$ cat config.mk
export PLATFORM = sky130hd
export DESIGN_NAME = y86_instruction_fetch_decode_unit
export DESIGN_NICKNAME = d
export VERILOG_FILES = /design/src/rtl/core/y86_ifd_pkg.sv /design/src/rtl/core/y86_instruction_fetch_decode_unit.sv
export SDC_FILE = /design/constraint.sdc
export NUM_CORES = 1
export LEC_CHECK = 0
export BUFFER_PORTS_ARGS = -buffer_cell sky130_fd_sc_hd__clkbuf_2
export CAP_MARGIN = 5
export CORE_AREA = 2 2 219 221
export CTS_CLUSTER_DIAMETER = 150
export DETAILED_ROUTE_END_ITERATION = 8
export DIE_AREA = 0 0 221 223
export PLACE_DENSITY = 0.86
export SYNTH_ARGS = -nofsm -noshare
export SYNTH_HDL_FRONTEND = slang
export SYNTH_SLANG_ARGS = --single-unit
$ cat constraint.sdc
create_clock -name i_clk -period 7.4 [get_ports i_clk]
set_clock_uncertainty 0.15 [all_clocks]
set_input_delay 0.37 -clock i_clk [delete_from_list [all_inputs] [get_ports i_clk]]
set_output_delay 0.37 -clock i_clk [all_outputs]
set_load 0.005 [all_outputs]
$ cat src/rtl/core/y86_ifd_pkg.sv
// ----------------------------------------------------------------------------
// Y86-64 fetch/decode package
// Request and response types, status and instruction codes, length table.
// ----------------------------------------------------------------------------
package y86_ifd_pkg;

    localparam logic [2:0] ST_OK      = 3'd0;
    localparam logic [2:0] ST_HALT    = 3'd1;
    localparam logic [2:0] ST_INVALID = 3'd2;
    localparam logic [2:0] ST_SHORT   = 3'd3;
    localparam logic [2:0] ST_RANGE   = 3'd4;

    localparam logic [3:0] IC_HALT   = 4'h0;
    localparam logic [3:0] IC_NOP    = 4'h1;
    localparam logic [3:0] IC_RRMOVQ = 4'h2;
    localparam logic [3:0] IC_IRMOVQ = 4'h3;
    localparam logic [3:0] IC_RMMOVQ = 4'h4;
    localparam logic [3:0] IC_MRMOVQ = 4'h5;
    localparam logic [3:0] IC_OPQ    = 4'h6;
    localparam logic [3:0] IC_JXX    = 4'h7;
    localparam logic [3:0] IC_CALL   = 4'h8;
    localparam logic [3:0] IC_RET    = 4'h9;
    localparam logic [3:0] IC_PUSHQ  = 4'hA;
    localparam logic [3:0] IC_POPQ   = 4'hB;

    localparam logic [3:0] NO_REG  = 4'hF;
    localparam logic [3:0] FUN_MAX = 4'h6;

    typedef struct packed {
        logic [63:0] pc;
        logic [7:0]  first_byte;
        logic [7:0]  second_byte;
        logic [63:0] following_quad;
    } t_fetch_req;

    typedef struct packed {
        logic [2:0]  status;
        logic [3:0]  icode;
        logic [3:0]  ifun;
        logic [3:0]  reg_a;
        logic [3:0]  reg_b;
        logic [63:0] constant_value;
        logic [63:0] next_pc;
    } t_fetch_rsp;

    // Instruction length in bytes; zero for an undefined icode.
    function automatic logic [3:0] len_of_icode(input logic [3:0] icode);
        logic [3:0] len;
        unique case (icode)
            IC_HALT, IC_NOP, IC_RET:            len = 4'd1;
            IC_RRMOVQ, IC_OPQ, IC_PUSHQ,
            IC_POPQ:                            len = 4'd2;
            IC_JXX, IC_CALL:                    len = 4'd9;
            IC_IRMOVQ, IC_RMMOVQ, IC_MRMOVQ:    len = 4'd10;
            default:                            len = 4'd0;
        endcase
        return len;
    endfunction

endpackage

$ cat src/rtl/core/y86_instruction_fetch_decode_unit.sv
// ----------------------------------------------------------------------------
// Y86-64 instruction fetch/decode unit
// Request to response passes the subtract, classify and add stage registers.
// Throughput: one request per cycle while the output is not stalled.
// A stalled output holds the pipe; empty stages still fill behind it.
// Reset clears all stage valid bits and sets program_size to 0.
// ----------------------------------------------------------------------------
module y86_instruction_fetch_decode_unit (
    input  logic                     i_clk,
    input  logic                     i_rst_n,
    input  logic                     i_cfg_we,
    input  logic [63:0]              i_cfg_wdata,
    input  logic                     i_req_valid,
    output logic                     o_req_stall,
    input  y86_ifd_pkg::t_fetch_req  i_req,
    output logic                     o_rsp_valid,
    input  logic                     i_rsp_stall,
    output y86_ifd_pkg::t_fetch_rsp  o_rsp
);

    logic [63:0] r_program_size;

    logic        r1_v;
    logic [64:0] r1_diff;
    y86_ifd_pkg::t_fetch_req r1_req;

    logic        r2_v;
    logic [63:0] r2_pc;
    logic [3:0]  r2_len;
    y86_ifd_pkg::t_fetch_rsp r2_rsp;

    logic        r3_v;
    y86_ifd_pkg::t_fetch_rsp r3_rsp;

    logic adv1, adv2, adv3;

    assign adv3 = !r3_v || !i_rsp_stall;
    assign adv2 = !r2_v || adv3;
    assign adv1 = !r1_v || adv2;

    assign o_req_stall = !adv1;
    assign o_rsp_valid = r3_v;
    assign o_rsp       = r3_rsp;

    always_ff @(posedge i_clk) begin
        if (!i_rst_n) begin
            r_program_size <= 64'd0;
        end else if (i_cfg_we) begin
            r_program_size <= i_cfg_wdata;
        end
    end

    // Stage 1: remaining bytes = program_size - pc
    always_ff @(posedge i_clk) begin
        if (!i_rst_n) begin
            r1_v <= 1'b0;
        end else if (adv1) begin
            r1_v <= i_req_valid;
        end
    end

    always_ff @(posedge i_clk) begin
        if (adv1) begin
            r1_req  <= i_req;
            r1_diff <= {1'b0, r_program_size} - {1'b0, i_req.pc};
        end
    end

    // Stage 2: classify and pick fields
    logic [3:0] s2_icode, s2_ifun, s2_hi, s2_lo, s2_len;
    logic       s2_range, s2_invalid, s2_short;
    logic [3:0] n2_len;
    y86_ifd_pkg::t_fetch_rsp n2_rsp;

    always_comb begin
        s2_icode   = r1_req.first_byte[7:4];
        s2_ifun    = r1_req.first_byte[3:0];
        s2_hi      = r1_req.second_byte[7:4];
        s2_lo      = r1_req.second_byte[3:0];
        s2_len     = y86_ifd_pkg::len_of_icode(s2_icode);
        s2_range   = r1_diff[64] || (r1_diff[63:0] == 64'd0);
        s2_invalid = (s2_len == 4'd0) ||
                     (((s2_icode == y86_ifd_pkg::IC_RRMOVQ) ||
                       (s2_icode == y86_ifd_pkg::IC_OPQ) ||
                       (s2_icode == y86_ifd_pkg::IC_JXX)) &&
                      (s2_ifun > y86_ifd_pkg::FUN_MAX));
        s2_short   = (r1_diff[63:4] == 60'd0) && (r1_diff[3:0] < s2_len);

        n2_rsp.status         = y86_ifd_pkg::ST_OK;
        n2_rsp.icode          = s2_icode;
        n2_rsp.ifun           = s2_ifun;
        n2_rsp.reg_a          = y86_ifd_pkg::NO_REG;
        n2_rsp.reg_b          = y86_ifd_pkg::NO_REG;
        n2_rsp.constant_value = 64'd0;
        n2_rsp.next_pc        = 64'd0;
        n2_len                = 4'd0;

        if (s2_range) begin
            n2_rsp.status = y86_ifd_pkg::ST_RANGE;
            n2_rsp.icode  = 4'd0;
            n2_rsp.ifun   = 4'd0;
        end else if (s2_invalid) begin
            n2_rsp.status = y86_ifd_pkg::ST_INVALID;
        end else if (s2_short) begin
            n2_rsp.status = y86_ifd_pkg::ST_SHORT;
        end else begin
            n2_len = s2_len;
            if (s2_icode == y86_ifd_pkg::IC_HALT) begin
                n2_rsp.status = y86_ifd_pkg::ST_HALT;
            end
            unique case (s2_icode)
                y86_ifd_pkg::IC_RRMOVQ, y86_ifd_pkg::IC_OPQ: begin
                    n2_rsp.reg_a = s2_hi;
                    n2_rsp.reg_b = s2_lo;
                end
                y86_ifd_pkg::IC_IRMOVQ: begin
                    n2_rsp.reg_b          = s2_lo;
                    n2_rsp.constant_value = r1_req.following_quad;
                end
                y86_ifd_pkg::IC_RMMOVQ, y86_ifd_pkg::IC_MRMOVQ: begin
                    n2_rsp.reg_a          = s2_hi;
                    n2_rsp.reg_b          = s2_lo;
                    n2_rsp.constant_value = r1_req.following_quad;
                end
                y86_ifd_pkg::IC_JXX, y86_ifd_pkg::IC_CALL: begin
                    n2_rsp.constant_value = {r1_req.following_quad[55:0],
                                             r1_req.second_byte};
                end
                y86_ifd_pkg::IC_PUSHQ, y86_ifd_pkg::IC_POPQ: begin
                    n2_rsp.reg_a = s2_hi;
                end
                default: begin
                end
            endcase
        end
    end

    always_ff @(posedge i_clk) begin
        if (!i_rst_n) begin
            r2_v <= 1'b0;
        end else if (adv2) begin
            r2_v <= r1_v;
        end
    end

    always_ff @(posedge i_clk) begin
        if (adv2) begin
            r2_rsp <= n2_rsp;
            r2_pc  <= r1_req.pc;
            r2_len <= n2_len;
        end
    end

    // Stage 3: next pc
    y86_ifd_pkg::t_fetch_rsp n3_rsp;

    always_comb begin
        n3_rsp         = r2_rsp;
        n3_rsp.next_pc = r2_pc + {60'd0, r2_len};
    end

    always_ff @(posedge i_clk) begin
        if (!i_rst_n) begin
            r3_v <= 1'b0;
        end else if (adv3) begin
            r3_v <= r2_v;
        end
    end

    always_ff @(posedge i_clk) begin
        if (adv3) begin
            r3_rsp <= n3_rsp;
        end
    end

endmodule

==> out/qor.csv, run 1 <==
stage,metric,value,unit
timing,RSZ-0062 raised after global routing,false,
clock_tree,"Clk Latency, worst-skew pair",0.61,ns
yosys,largest cells by area after synthesis,"edfxtp_1 (63%), dfxtp_1 (5.8%), ha_1 (3.6%)",
pwr,worst vdd ir,331,uV
critical_path,slowest CP cell,dlygate4sd3_1,
min_path,Min-Delay Endpoint,r_program_size[0],
pwr,Pleak,0.0128,uW
flow_run,Max Cap Viol,0,
global_routing,antenna violations before repair,3,
timing,f_max,267,MHz
yosys,Yosys warning total,0,
global_routing,number of global-route vias before repair,17100,
detailed_routing,initial DRC count,1594,
critical_path,Reg-to-Reg End,o_rsp[56],
clock_tree,H-tree depth,2,
timing,worst-case hold slack,0.161,ns
detailed_routing,Vias per Instance,5.61,
critical_path,crit-path max FO,3,
critical_path,startpoint types,primary input,
timing,Hold Fails Final Rpt,0,
min_path,WHS Path Cells,3,
global_routing,Total GRT Usage,0.251,
die,die height,223,um
detailed_routing,First-pass DRT Iterations,6,
yosys,Yosys top cell area share,0.627,
place,"Cell Area, Placed",26700,um2
timing,setup ws final,3.65,ns
die,Top Ports,362,
die,CORE AREA,47100,um2
critical_path,Setup crit end kind,flip-flop,
global_routing,largest net degree at the start of global routing,78,
place,Port Buffers,361,
detailed_routing,ANT nets after route,0,
place,Post-DP HPWL,40800,um
yosys,mapped cell area,24200,um2
die,Horiz. Die Dim,221,um
min_path,Hold Crit Class,primary input to flip-flop,
die,row count,80,
finish,Nets,2620,
global_routing,first-pass GRT wire length,96600,um
critical_path,CP Data Required Time,7.59,ns
timing,Max transition margin,0.143,
place,pre-CTS worst setup slack,3.67,ns
detailed_routing,WL final,62900,um
pwr,combinational share of power,0.097,
clock_tree,clock root buffer,clkbuf_16,
clock_tree,postcts setup bufs,0,
yosys,Synth Flop Type,edfxtp_1,
critical_path,"slowest stage delay, CP",0.58,ns
finish,Syn-to-layout area delta,26.9,%
timing,final setup TNS,0,ns
critical_path,Reg-to-Reg Start,r2_pc[12],
run_status,outcome,completed,
global_routing,grt ovf,0,
pwr,Internal,5790,uW
finish,"commonest non-fill, non-tap cell in the layout",edfxtp_1,
die,Die Area,49300,um2
clock_tree,post-cts sizing count,0,
critical_path,R2R Setup Slk,3.72,ns
place,RD Place Congestion,0.919,
critical_path,WS Path Type,primary input to flip-flop,
detailed_routing,DR WL/cell,20.9,um
yosys,"Seq/Total Area, Yosys",0.685,
yosys,net count after synthesis,2031,
timing,Finish-stage setup viols,0,
critical_path,crit-path cells,dlygate4sd3_1 > clkbuf_2 > ha_1 > fa_1 > and2b_1 > o2111ai_1 > nand2_1 > a211oi_2 > or4_1 > and2_4 > o21bai_2 > o31ai_1 > a21oi_1 > o211ai_1,
yosys,number of synthesized register bits,576,
clock_tree,clk buf depth,3,
pwr,net switching power,1740,uW
detailed_routing,# DRC,0,
timing,Tmin final,3.75,ns
critical_path,Worst Path Arrival,3.93,ns
timing,"Slew Viols, Final",0,
min_path,hold path startpoint,i_cfg_we,
finish,final instance area,30700,um2
pwr,Clock Power Share,0.390,
clock_tree,clock-pin slew on the worst setup and hold paths,0.06,ns
yosys,Mapped Cells,1747,
clock_tree,# hold bufs at CTS,210,
timing,Slew @ Worst Pin,1.29,ns
yosys,Yosys cell types,81,
pwr,Sw Share,0.231,
timing,final period utilization,0.507,
yosys,syn avg cell area,13.9,um2
yosys,"Async S/R FF share, synth",0,
clock_tree,CTS Sinks,576,
detailed_routing,routed vias,16900,
pwr,Reg power frac,0.514,
clock_tree,CTS tree,done,
clock_tree,CTS Buf Count,58,
die,Initial Utilization,0.514,
finish,layout cell share with drive strength beyond 1,0.212,
pwr,pwr dens,245,nW/um2
yosys,Post-synth EDFFs,506,
yosys,top cell type by total area after synthesis,edfxtp_1,
critical_path,Worst Reg-to-Reg Cells,10,
finish,"commonest non-fill, non-tap cells in the layout","edfxtp_1 (506), clkbuf_2 (360), dlygate4sd3_1 (210)",
-- area by class of cell --
class / count / area, um2
flip-flops and latches: 576 / 16600
clock inverters: 28 / 272
well taps: 615 / 769
repair buffers: 584 / 4010
inverters: 93 / 354
clock buffers: 81 / 1640
fillers: 3181 / 16400
multi-input cells: 1023 / 7080
diodes: 3 / 7.51
-- worst max-delay path, delay by kind of cell --
kind	cells	cell delay, ns
compound gates	6	1.03
fa+ha+maj	2	0.62
buf+inv	2	0.71
simple gates	4	1.21
-- power by group through the flow --
| stage | clock network (uW) | logic [uW] | registers, uW |
|---|---|---|---|
| final | 2940 | 728 | 3870 |
| after global routing | 3100 | 791 | 3890 |
| after CTS | 2960 | 713 | 3870 |
| after detailed placement | 0 | 618 | 3930 |
| after global placement | 0 | 603 | 3920 |
| after floorplan | 0 | 388 | 3900 |
-- per-layer routing --
metal,global-route usage,up-vias,routed length [um]
met5,0,-,11
met4,0.0866,2,2060
met3,0.0424,143,4130
met2,0.449,827,32500
met1,0.309,8231,24200
li1,-,7649,-
-- worst max-delay path by stage --
stage	depth (start not counted)	start	endpoint	slack, ns
after detailed placement	13	i_req[80]	r1_diff[64]	3.67
final	14	i_req[80]	r1_diff[60]	3.65
after global routing	14	i_req[80]	r1_diff[60]	3.47
after floorplan	6	i_rsp_stall	s2_len[1]	0.50
after global placement	8	r1_diff[59]	n3_rsp[132]	3.70
after CTS	14	i_req[80]	r1_diff[60]	3.66
-- Yosys cell counts, types with 3 or more instances --
| library cell | instances |
|---|---|
| a211o_1 | 3 |
| a21o_1 | 21 |
| a21oi_1 | 83 |
| a221oi_2 | 3 |
| a22oi_1 | 65 |
| a31oi_1 | 6 |
| and2_1 | 14 |
| and3_1 | 18 |
| buf_1 | 3 |
| buf_2 | 13 |
| buf_4 | 4 |
| clkbuf_1 | 34 |
| dfxtp_1 | 70 |
| edfxtp_1 | 506 |
| ha_1 | 69 |
| inv_1 | 92 |
| mux2i_1 | 68 |
| nand2_1 | 93 |
| nand2b_1 | 16 |
| nand3_1 | 37 |
| nand4_1 | 27 |
| nor2_1 | 134 |
| nor2b_1 | 73 |
| nor3_1 | 18 |
| nor4_1 | 16 |
| o211ai_1 | 5 |
| o21a_1 | 6 |
| o21ai_0 | 36 |
| o21ai_2 | 4 |
| o21bai_1 | 14 |
| o31ai_1 | 6 |
| or4_1 | 5 |
| xnor2_1 | 85 |
| xor2_1 | 37 |
-- logic make-up (layout without fill, tap and decap cells) --
kind of cell	Yosys count	count (layout)	share of synthesized area
DFF	576	576	0.685
and+or+nand+nor	473	473	0.0981
AOI/OAI and AO/OA	288	288	0.0826
buffers and inverters	148	786	0.0243
xor gates and xnor gates	122	122	0.0441
adders and majority gates	71	71	0.0373
muxes	69	69	0.0286
other	0	3	0
-- state kept, by name, summed over array words and instances (netlist names) --
name and cells:
n3_rsp 83, o_rsp 147, o_rsp_valid 1, r1_diff 65, r1_req 144, r1_v 1
r2_len 3, r2_pc 64, r2_v 1, r_program_size 64, s2_len 3
-- metrics by stage --
stage / cells / total power [uW] / util
6_report: 3003 / 7540 / 0.652
5_1_grt: 3002 / 7780 / 0.652
4_1_cts: 3000 / 7540 / 0.652
3_5_place_dp: 2681 / 4550 / 0.567
3_3_place_gp: 2680 / 4530 / 0.566
2_1_floorplan: 1747 / 4280 / -
Power figures use the tool's default switching activity.
==> run 2, diff against run 1 <==
--- a/config.mk
+++ b/config.mk
@@ -5,13 +5,14 @@
 export SDC_FILE = /design/constraint.sdc
 export NUM_CORES = 1
 export LEC_CHECK = 0
+export ABC_AREA = 1
 export BUFFER_PORTS_ARGS = -buffer_cell sky130_fd_sc_hd__clkbuf_2
 export CAP_MARGIN = 5
-export CORE_AREA = 2 2 219 221
+export CORE_AREA = 2 2 234 236
 export CTS_CLUSTER_DIAMETER = 150
 export DETAILED_ROUTE_END_ITERATION = 8
-export DIE_AREA = 0 0 221 223
-export PLACE_DENSITY = 0.86
+export DIE_AREA = 0 0 236 238
+export PLACE_DENSITY = 0.87
 export SYNTH_ARGS = -nofsm -noshare
 export SYNTH_HDL_FRONTEND = slang
 export SYNTH_SLANG_ARGS = --single-unit
==> constraint.sdc (replaced) <==
create_clock -name i_clk -period 3.2 [get_ports i_clk]
set_clock_uncertainty 0.15 [all_clocks]
set_input_delay 0.16 -clock i_clk [delete_from_list [all_inputs] [get_ports i_clk]]
set_output_delay 0.16 -clock i_clk [all_outputs]
set_load 0.005 [all_outputs]
==> run 2 against run 1 <==
Against the previous run:
- die area is 14% higher
- critical path depth is 1 lower
- sequential share of layout area is 6.5 points lower
- first-iteration DRC count is 66% higher
- worst hold slack worse by 0.095 ns
==> out/qor.csv, run 2 <==
stage,metric,value,unit
finish,final instance area,35000,um2
yosys,net count after synthesis,3268,
pwr,combinational share of power,0.133,
yosys,largest cells by area after synthesis,"edfxtp_1 (54%), nand2_1 (10%), inv_1 (7.5%)",
yosys,mapped cell area,28200,um2
pwr,pwr dens,521,nW/um2
critical_path,CP Data Required Time,3.41,ns
timing,setup ws final,0.325,ns
timing,"Slew Viols, Final",0,
yosys,Yosys warning total,0,
yosys,top-count cell post-synth,nand2_1,
global_routing,first-pass GRT wire length,137000,um
min_path,Min-Delay Endpoint,r_program_size[0],
timing,Hold Fails Final Rpt,0,
yosys,"Async S/R FF share, synth",0,
clock_tree,clk buf depth,3,
critical_path,startpoint types,flip-flop,
place,Port Buffers,361,
yosys,Yosys cell types,48,
pwr,Pleak,0.0165,uW
pwr,total power,18200,uW
critical_path,crit-path max FO,4,
timing,RSZ-0062 raised after global routing,false,
detailed_routing,routed vias,23800,
yosys,Yosys top cell area share,0.538,
flow_run,Max Cap Viol,0,
clock_tree,"Clk Latency, worst-skew pair",0.67,ns
detailed_routing,First-pass DRT Iterations,6,
finish,Syn-to-layout area delta,23.8,%
yosys,Synth Flop Type,edfxtp_1,
global_routing,grt ovf,0,
critical_path,Reg-to-Reg Start,r_program_size[0],
finish,"commonest non-fill, non-tap cell in the layout",nand2_1,
critical_path,"slowest stage delay, CP",0.43,ns
finish,max FFs per register,147,
timing,Tmin final,2.87,ns
pwr,net switching power,4910,uW
yosys,Mapped Cells,2984,
finish,Nets,3878,
clock_tree,clock-pin slew on the worst setup and hold paths,0.06,ns
detailed_routing,Vias per Instance,5.48,
critical_path,crit-path cells,inv_1 > ha_1 > fa_1 > inv_1 > nand3_1 > nand3_1 > nand2_1 > nand2_1 > nand2_1 > nand3_1 > nand2_1 > nand4_1 > nand2_1,
clock_tree,CTS Buf Count,56,
clock_tree,CTS tree,done,
detailed_routing,DRT met1 WL,33700,um
pwr,Internal,13300,uW
yosys,syn avg cell area,9.46,um2
critical_path,R2R Setup Slk,0.33,ns
clock_tree,postcts setup bufs,0,
yosys,top cell type by total area after synthesis,edfxtp_1,
min_path,WHS Path Cells,3,
pwr,worst vdd ir,472,uV
run_status,outcome,completed,
detailed_routing,met2 WL,43500,um
finish,"commonest non-fill, non-tap cells in the layout","nand2_1 (758), inv_1 (564), edfxtp_1 (506)",
critical_path,"most used cell, CP",nand2_1,
yosys,number of synthesized register bits,576,
place,RD Place Congestion,1.02,
finish,layout cell share with drive strength beyond 1,0.158,
timing,f_max,348,MHz
clock_tree,clock root buffer,clkbuf_16,
die,Initial Utilization,0.528,
timing,Slew @ Worst Pin,1.12,ns
clock_tree,H-tree depth,2,
place,Post-DP HPWL,62300,um
global_routing,Total GRT Usage,0.324,
die,Die Area,56200,um2
detailed_routing,Detail Route met3 WL,8740,um
timing,Finish-stage setup viols,0,
critical_path,WS Path Type,flip-flop to flip-flop,
pwr,Sw Share,0.270,
min_path,Hold Crit Class,primary input to flip-flop,
global_routing,largest net degree at the start of global routing,128,
die,Horiz. Die Dim,236,um
critical_path,Worst Reg-to-Reg Cells,13,
detailed_routing,# DRC,0,
yosys,"top cells by count, synth","nand2_1 (758), inv_1 (566), edfxtp_1 (506)",
die,Top Ports,362,
critical_path,slowest CP cell,fa_1,
pwr,Clock Power Share,0.369,
detailed_routing,ANT nets after route,0,
clock_tree,CTS Sinks,576,
critical_path,Worst Path Arrival,3.08,ns
global_routing,antenna violations before repair,9,
global_routing,number of global-route vias before repair,23400,
timing,final period utilization,0.898,
die,CORE AREA,53500,um2
min_path,hold path startpoint,i_cfg_we,
critical_path,Reg-to-Reg End,r1_diff[56],
place,pre-CTS worst setup slack,0.626,ns
timing,Max transition margin,0.252,
detailed_routing,WL final,91900,um
yosys,Post-synth EDFFs,506,
detailed_routing,DR WL/cell,21.2,um
place,"Cell Area, Placed",31000,um2
yosys,"Seq/Total Area, Yosys",0.588,
detailed_routing,max layer used,met4,
die,die height,238,um
detailed_routing,initial DRC count,2652,
pwr,Reg power frac,0.498,
die,row count,85,
critical_path,Setup crit end kind,flip-flop,
run 2: changes by cell type in the layout (fill, tap and decap cells not counted), moves of 56 or more:
cell     before  now
inv_1        91  564
o22ai_1       0   56
mux2i_1      68    0
a22oi_1      65    0
nor2_1      133  352
nand3_1      37   94
nor2b_1      73    2
xnor2_1      85   17
nand2_1      90  758
run 2: critical path, delay by kind of cell, from the launching register on:
kind                     cells  cell delay, ns
buffers and inverters        2            0.25
AND/OR/NAND/NOR              9            1.19
flip-flops                   1            0.31
adder cells (fa/ha/maj)      2            0.66
run 2: logic make-up (layout without fill, tap and decap cells):
logic type	Yosys count	count (layout)	synth area share
AOI/OAI and AO/OA	203	203	0.0397
other	0	10	0
buffers and inverters	618	1273	0.0851
DFF	576	576	0.588
xor gates and xnor gates	88	88	0.0273
adders and majority gates	71	71	0.0320
and+or+nand+nor	1428	1428	0.228
run 2: stage by stage:
step                      utilization  TNS (ns)  hold WS, ns  std cells
after floorplan                     -   -118.56        0.109       2984
after global placement          0.579         0        0.187       4022
after detailed placement        0.579         0        0.189       4022
after CTS                       0.653         0       0.0468       4335
after global routing            0.653         0       0.0766       4342
final                           0.653         0       0.0663       4345
run 2: repair_timing:
action | 4_1_cts | 5_1_grt
hold buffers | 210 | 0
setup endpoints to repair | 0 | 0
resized for setup | 0 | 0
endpoints found under the hold margin | 222 | 0
run 2: layout make-up:
class,instances,area (um2)
Clock inverter,34,385
Sequential cell,576,16600
Clock buffer,69,1450
Inverter,570,2140
Multi-Input combinational cell,1790,9290
Tap cell,696,871
Antenna cell,10,25.0
Fill cell,3853,18500
Timing Repair Buffer,600,4190
run 2: metal layers:
metal / track usage / vias up
met1: 0.400 / 11000
met4: 0.189 / 0
met5: 0 / -
met2: 0.539 / 1566
met3: 0.0558 / 386
li1: - / 10900
run 2: how the worst max path moves through the flow:
stage / start / to / slack [ns]
floorplan: o_rsp_valid / n3_rsp[100] / -0.78
global placement: r_program_size[0] / r1_diff[56] / 0.68
detailed placement: r_program_size[0] / r1_diff[56] / 0.63
CTS: r_program_size[0] / r1_diff[56] / 0.51
global route: r_program_size[0] / r1_diff[56] / 0.31
finish: r_program_size[0] / r1_diff[56] / 0.33
run 2: power by group through the flow:
stage	sequential [uW]	combinational, uW	clock (uW)
2_1_floorplan	9060	1260	0
3_3_place_gp	9140	2010	0
3_5_place_dp	9170	2060	0
4_1_cts	9020	2290	6600
5_1_grt	9090	2610	7000
6_report	9060	2430	6720
